===== src/rtl/lkv_pkg.sv =====
// Shared types and constants for the LRU key/value cache.
// No dependencies; imported by the cell and the top level.
package lkv_pkg;

  localparam int CAP_W = 5;
  localparam int KEY_W = 32;
  localparam int VAL_W = 32;
  localparam int MAX_ENTRIES_DEF = 16;
  localparam logic [CAP_W-1:0] CAP_RESET = 5'd16;

  typedef enum logic [1:0] {
    ST_IDLE,
    ST_WALK,
    ST_MOVE
  } fsm_state_t;

  typedef enum logic {
    MODE_SEARCH,
    MODE_WRITE
  } wave_mode_t;

  typedef struct packed {
    logic             command;
    logic [KEY_W-1:0] key;
    logic [VAL_W-1:0] value;
  } in_req_t;

  typedef struct packed {
    logic             hit;
    logic [VAL_W-1:0] read_value;
    logic             evicted;
    logic [KEY_W-1:0] evicted_key;
  } out_rsp_t;

  // Request token that walks the chain one cell per cycle.
  typedef struct packed {
    logic             active;
    wave_mode_t       mode;
    logic [KEY_W-1:0] key;
    logic [KEY_W-1:0] carry_key;
    logic [VAL_W-1:0] carry_val;
    logic             done;
    logic             hit;
    logic [VAL_W-1:0] rd;
    logic             ev;
    logic [KEY_W-1:0] evk;
  } wave_t;

endpackage


===== src/rtl/lkv_cell.sv =====
// One entry of the recency-ordered chain: holds a key, a value and a valid bit.
// Depends on lkv_pkg for the request token type.
module lkv_cell
  import lkv_pkg::*;
#(
  parameter int MAX_ENTRIES = MAX_ENTRIES_DEF,
  parameter int INDEX       = 0,
  localparam int IDX_W      = (MAX_ENTRIES > 1) ? $clog2(MAX_ENTRIES) : 1
) (
  input  logic             clk,
  input  logic             rst_n,
  input  logic             clear,
  input  logic [IDX_W-1:0] last_idx,
  input  wave_t            wave_in,
  output wave_t            wave_out
);

  localparam logic [IDX_W-1:0] MY_IDX = IDX_W'(INDEX);

  logic             valid_r, valid_nxt;
  logic [KEY_W-1:0] key_r, key_nxt;
  logic [VAL_W-1:0] val_r, val_nxt;
  wave_t            wave_r, wave_nxt;
  logic             match;
  logic             is_last;

  assign match   = valid_r && (key_r == wave_in.key);
  assign is_last = (MY_IDX == last_idx);

  always_comb begin
    valid_nxt = valid_r;
    key_nxt   = key_r;
    val_nxt   = val_r;
    wave_nxt  = wave_in;
    if (wave_in.active && !wave_in.done) begin
      case (wave_in.mode)
        MODE_SEARCH: begin
          if (match) begin
            wave_nxt.hit  = 1'b1;
            wave_nxt.rd   = val_r;
            wave_nxt.done = 1'b1;
          end
        end
        MODE_WRITE: begin
          // take the carried entry; hand ours on unless the walk ends here
          valid_nxt = 1'b1;
          key_nxt   = wave_in.carry_key;
          val_nxt   = wave_in.carry_val;
          if (match) begin
            wave_nxt.hit  = 1'b1;
            wave_nxt.done = 1'b1;
          end else if (!valid_r) begin
            wave_nxt.done = 1'b1;
          end else if (is_last) begin
            wave_nxt.ev   = 1'b1;
            wave_nxt.evk  = key_r;
            wave_nxt.done = 1'b1;
          end else begin
            wave_nxt.carry_key = key_r;
            wave_nxt.carry_val = val_r;
          end
        end
        default: begin
          wave_nxt = wave_in;
        end
      endcase
    end
    if (clear) begin
      valid_nxt = 1'b0;
    end
  end

  always_ff @(posedge clk) begin
    if (!rst_n) begin
      valid_r <= 1'b0;
      wave_r  <= '0;
    end else begin
      valid_r <= valid_nxt;
      wave_r  <= wave_nxt;
    end
  end

  always_ff @(posedge clk) begin
    key_r <= key_nxt;
    val_r <= val_nxt;
  end

  assign wave_out = wave_r;

endmodule


===== config.mk =====
export PLATFORM = sky130hd
export DESIGN_NAME = lkv_cell
export DESIGN_NICKNAME = d
export VERILOG_FILES = /design/src/rtl/lkv_pkg.sv /design/src/rtl/lkv_cell.sv
export SDC_FILE = /design/constraint.sdc
export NUM_CORES = 1
export LEC_CHECK = 0
export ABC_AREA = 1
export BUFFER_PORTS_ARGS = -buffer_cell sky130_fd_sc_hd__buf_2
export CAP_MARGIN = 15
export CORE_UTILIZATION = 40
export DETAILED_ROUTE_END_ITERATION = 8
export GPL_ROUTABILITY_DRIVEN = 0
export GPL_TIMING_DRIVEN = 0
export PLACE_DENSITY = 0.7
export SLEW_MARGIN = 10
export SYNTH_ARGS = -nofsm -noshare
export SYNTH_HDL_FRONTEND = slang
export SYNTH_SLANG_ARGS = --single-unit

===== constraint.sdc =====
create_clock -name clk -period 4.2 [get_ports clk]
set_clock_uncertainty 0.15 [all_clocks]
set_input_delay 0.63 -clock clk [delete_from_list [all_inputs] [get_ports clk]]
set_output_delay 0.63 -clock clk [all_outputs]
set_load 0.005 [all_outputs]

==> reports/results.txt, run 1 <==
run status = finished clean
core area = 0.0218 sq mm
Worst EP required = 4.45 ns
Reg2Reg Depth = 11
adder-cell share of the synthesized area = 0%
post-DP HPWL = 19.8 mm
DR vias/cell = 4.32
DIE AREA = 0.0228 sq mm
mux contribution to synthesized area = 0%
CP bufs+invs = 6
vias in the first global route = 7260
sequential fraction of the synthesis area = 58.9%
Logic pwr share = 8.7%
RSZ-0062 raised after global routing = no
#FFs+latches synth = 230
post-cts sizing count = 0
max capacitance violation total = 0
Initial Utilization = 40.8%
setup_tns = 0 ns
Net Sw Frac = 23.0%
H-tree depth = 1
Setup Fix Bufs, Post-CTS = 0
Clock power frac = 42.1%
number of buffers added on ports = 335
Final Max Tran Viols = 0
Final Hold Fails = 0
Netlist cell types = 20
post-synth top area share = 37.3%
most numerous cell in the Yosys netlist = nand2_1
Reg area = 0.00525 sq mm
Worst Hold Path Cells = 1
VDD IR max = 0.277 mV
DR iter-0 viols = 332
All-Layer GR Usage = 22.5%
crit-path max cell delay = 0.64 ns
Synth Flop Type = dfxtp_1
Clock Sinks = 230
Place WS = 1.08 ns
CP Capture Type = register
NumNets Final = 1668
WS Path Type = in2reg
hold_sp = wave_in[108]
slew margin rel. = 36.6%
Die Height = 151 um
Longest Clk Path Bufs = 3
Critical Path Source = wave_in[164]
cells after synthesis = 1132
Pint = 0.00382 W
CTS buffer count = 25
synthesis-to-layout area growth = 32.2%
CTS tree = built
initial antenna violation count = 2
Critical Path AT = 2.81 ns
Seq pwr share = 49.2%
# rows = 54
hold buffers post-CTS = 0
critical path fanouts, max = 22
Routed Antenna Nets = 0
first-pass GRT wire length = 39.1 mm
Worst path most repeated cell = inv_1
Final WS setup = 1.64 ns
area occupied by multi-input gates = 0.00268 sq mm
standard cell with the maximum stage delay on the critical path = nor2_4
pin count of the biggest net entering global routing = 28
Post-Syn Nets = 1304
CP cell instances = buf_2, inv_1, nor2_1, inv_1, nor2_4, buf_16, inv_1, nor2_2, nand2_2, buf_2, o21ai_0, nor2_1
fmax = 390 MHz
Synth Area in Simple Gates = 27.2%
Synth Warn # = 0
fillers = 2101
largest family of logic cells by synthesized area = simple AND/OR/NAND/NOR gates
Async S/R FF share, synth = 0%
P_leak = 6.83 nW
Final period util = 61.0%
die width = 151 um
pwr dens = 422 mW/mm^2
Area contributors post-synth = dfxtp_1 37%, edfxtp_1 22%, nand2_1 15%, nor2_1 12%, inv_1 7.9%
Initial DRT Pass Iterations = 5
CTS root buf = clkbuf_16
Startpoint Class = input pin
Cell Area, Placed = 0.0110 sq mm
XOR/XNOR share of the synthesized area = 2.07%
design area = 0.0118 sq mm
Slew @ Worst Pin = 0.942 ns
# IOs = 337
Final Power = 0.00497 W
final setup fails = 0
DR vias = 7767
Switch Pwr = 0.00114 W
GRT overflow = 0
Synth Area in Compound Gates = 0.703%
Post-synth EDFFs = 64
hold_ws = 0.156 ns
most frequent cells after synthesis = 352 x nand2_1, 276 x nor2_1, 188 x inv_1
RR Startpoint = key_r[4]$_DFFE_PP_
Hold EP = key_r[9]$_DFFE_PP_
post-route minimum period = 2.56 ns
synthesized area = 0.00890 sq mm
HP Class = in2reg
DRC Markers = 0
Clock transition at path regs = 0.06 ns
Routed WL per cell = 14.6 um
worst skew pair latency = 0.51 ns
DRT Wirelength = 26.2 mm
Worst R2R End = wave_out[62]$_SDFF_PN0_
layout cell share with drive strength beyond 1 = 26.5%
setup slack, reg-to-reg = 1.79 ns
biggest area consumer among synthesized cells = dfxtp_1
syn avg cell area = 7.86 sq um
CP top delay family = simple AND/OR/NAND/NOR gates
layer usage:
layer	track usage [%]	routed length, um	vias to the layer above
met5	0	13	-
met4	4.75	338	2
met3	4.73	1850	28
met2	39.5	13000	255
met1	28.4	11000	3468
li1	-	-	4014
layout make-up:
type	count	share of cell area, %
Clock buffer	38	6.07
Inverter	188	6.00
Timing Repair Buffer	337	14.7
Buffer	44	2.37
Clock inverter	8	0.553
Tap cell	280	2.98
Sequential cell	230	44.6
Antenna cell	2	0.0425
Multi-Input combinational cell	670	22.7
metrics by stage:
stage / utilization [%] / instances
floorplan: - / 1132
global placement: 50.1 / 1747
detailed placement: 50.3 / 1749
CTS: 53.9 / 1795
global route: 53.9 / 1796
finish: 53.9 / 1797
state kept, by name, summed over array words and instances (netlist names):
register / cells
val_r: 32
key_r: 32
wave_out: 165
valid_r: 1
worst reg2reg max path: cells and delay by family, from the launching register on:
kind          cells  cell delay [ns]
flops             1             0.46
simple gates      9             1.21
buf+inv           2             0.46
cells by family (layout without fill, tap and decap cells):
logic type | after synthesis | count (layout)
simple gates | 637 | 637
buf+inv | 232 | 615
flops | 230 | 230
xor+xnor | 21 | 21
compound gates | 12 | 12
other cells | 0 | 2
cell usage in the layout (no fill, tap or decap), drive strengths merged:
master / instances
buf: 366
clkbuf: 53
nor2: 279
edfxtp: 64
nand4: 2
dfxtp: 166
a21oi: 7
bufinv: 1
inv: 189
nand2: 354
xnor2: 21
a211oi: 1
nand3: 1
nor4: 1
o21ai: 4
diode: 2
clkinv: 6
how the worst max path moves through the flow:
stage               slack (ns)                 endpoint  cells past startpoint
floorplan                 0.40   wave_out[3]$_SDFF_PN0_                     10
global placement         -1.30  wave_out[22]$_SDFF_PN0_                     10
detailed placement        1.08  wave_out[22]$_SDFF_PN0_                     12
CTS                       1.61  wave_out[28]$_SDFF_PN0_                     13
global route              1.39  wave_out[28]$_SDFF_PN0_                     13
finish                    1.64   wave_out[3]$_SDFF_PN0_                     12
power groups by stage:
| stage | clock, W | combinational [W] | sequential (W) |
|---|---|---|---|
| 2_1_floorplan | 0 | 0.000178 | 0.00250 |
| 3_3_place_gp | 0 | 0.000424 | 0.00249 |
| 3_5_place_dp | 0 | 0.000436 | 0.00249 |
| 4_1_cts | 0.00214 | 0.000439 | 0.00244 |
| 5_1_grt | 0.00222 | 0.000494 | 0.00246 |
| 6_report | 0.00209 | 0.000434 | 0.00244 |
Power figures use the tool's default switching activity.
==> run 2, diff against run 1 <==
- clock period: 4.2 -> 2.51 ns (I/O delays scaled with it)
==> reports/results.txt, run 2 (synthesis gave the netlist of run 1 again) <==
setup_tns = 0 ns
hold_sp = wave_in[38]
VDD IR max = 0.469 mV
P_leak = 7.56 nW
NumNets Final = 1819
Clock transition at path regs = 0.06 ns
most frequent cells in the layout = 352 x nand2_1, 339 x buf_2, 275 x nor2_1, 185 x inv_1, 166 x dfxtp_1
slew margin rel. = 35.7%
Final Non-Filler Cells = 1950
CTS tree = built
All-Layer GR Usage = 25.3%
Largest register FFs = 165
WS Path Type = in2reg
Startpoint Class = input pin
number of buffers added on ports = 335
DIE AREA = 0.0228 sq mm
Critical Path AT = 2.63 ns
post-DP HPWL = 19.7 mm
met2 wire length = 14.6 mm
DRT Wirelength = 30.0 mm
Clock Sinks = 230
dpl cells = 1749
Worst R2R End = wave_out[77]$_SDFF_PN0_
synthesis-to-layout area growth = 51.2%
Critical Path Source = wave_in[155]
met3 wire len = 2.25 mm
initial antenna violation count = 2
setup slack, reg-to-reg = 0.19 ns
Final Hold Fails = 0
DRC Markers = 0
Routed Antenna Nets = 0
Slew @ Worst Pin = 0.964 ns
final setup fails = 0
Hold EP = wave_out[38]$_SDFF_PN0_
Max Used Layer = met4
Worst EP required = 2.77 ns
Longest Clk Path Bufs = 3
post-route minimum period = 2.37 ns
most common cell after layout, fill and taps aside = nand2_1
DR iter-0 viols = 446
HP Class = in2reg
Reg2Reg Depth = 12
run status = finished clean
CP Capture Type = register
max capacitance violation total = 0
RR Startpoint = key_r[28]$_DFFE_PP_
die width = 151 um
Worst Hold Path Cells = 5
Initial DRT Pass Iterations = 5
first-pass GRT wire length = 44.1 mm
vias in the first global route = 8476
GRT overflow = 0
Metal-1 WL = 11.8 mm
CTS buffer count = 26
Setup Fix Bufs, Post-CTS = 0
critical path fanouts, max = 10
Routed WL per cell = 15.4 um
pin count of the biggest net entering global routing = 25
CTS root buf = clkbuf_16
core area = 0.0218 sq mm
Final period util = 94.2%
DR vias = 8762
RSZ-0062 raised after global routing = no
# rows = 54
DR vias/cell = 4.49
pwr dens = 666 mW/mm^2
layout cell share with drive strength beyond 1 = 25.1%
worst skew pair latency = 0.52 ns
Final Max Tran Viols = 0
fmax = 423 MHz
Die Height = 151 um
# IOs = 337
H-tree depth = 1
Initial Utilization = 40.8%
-- run 2: changes by cell type in the layout (fill, tap and decap cells not counted), moves of 4 or more --
cell,delta
clkbuf_16,+4
dlygate4sd3_1,+149
clkbuf_1,-5
buf_2,-6
buf_6,+4
-- run 2: layout make-up --
class	instances	area, sq um
antenna	3	7.51
tap	280	350
clock inverter	11	106
sequential	230	5250
buffer	44	310
timing repair buffer	486	3210
multi-input combinational	671	2730
inverter	188	713
clock buffer	37	786
fill	1787	8370
-- run 2: report_power, final --
part           switching (W)  total, W  leakage, nW  internal, W
sequential         0.0000792   0.00409         1.97      0.00402
combinational       0.000471  0.000950         5.14     0.000479
clock                0.00154   0.00392        0.445      0.00238
total                0.00209   0.00897         7.56      0.00688
-- run 2: repair_timing --
item,in CTS,in global routing
setup endpoints to repair,0,30
resized for setup,0,6
hold buffers,149,0
hold endpoints to repair,184,0
-- run 2: worst max-delay path, cell delays in order --
cell and delay (ns):
dlygate4sd3_1 0.54, buf_2 0.14, xnor2_1 0.22, nand2_1 0.08, nor2_1 0.13, nand2_1 0.11, nor2_1 0.15, nand2_2 0.16
nand3_2 0.12, buf_6 0.21, buf_6 0.17, nand2_1 0.08, nand2_1 0.08, nor2_1 0.06
-- run 2: worst max-delay path by stage --
| stage | to | slack [ns] |
|---|---|---|
| floorplan | wave_out[3]$_SDFF_PN0_ | -0.03 |
| global placement | wave_out[14]$_SDFF_PN0_ | -1.07 |
| detailed placement | wave_out[137]$_SDFF_PN0_ | -0.10 |
| CTS | wave_out[60]$_SDFF_PN0_ | 0.05 |
| global route | wave_out[60]$_SDFF_PN0_ | 0.01 |
| finish | wave_out[77]$_SDFF_PN0_ | 0.14 |
-- run 2: per-layer routing --
metal / GRT usage [%] / vias up
li1: - / 4324
met5: 0 / -
met2: 44.1 / 373
met4: 11.5 / 0
met3: 5.78 / 90
met1: 29.5 / 3975
-- run 2: stage by stage --
stage / hold slack [ns] / cell area, sq um / utilization [%] / worst slack, ns / total power, W
after floorplan: 0.305 / 8960 / - / -0.0349 / 0.00448
after global placement: 0.331 / 11000 / 50.3 / -1.07 / 0.00488
after detailed placement: 0.343 / 11000 / 50.5 / -0.104 / 0.00490
after CTS: 0.000269 / 13400 / 61.4 / 0.0539 / 0.00899
after global routing: 0.0251 / 13500 / 61.7 / 0.0108 / 0.00928
final: 0.0205 / 13500 / 61.7 / 0.145 / 0.00897
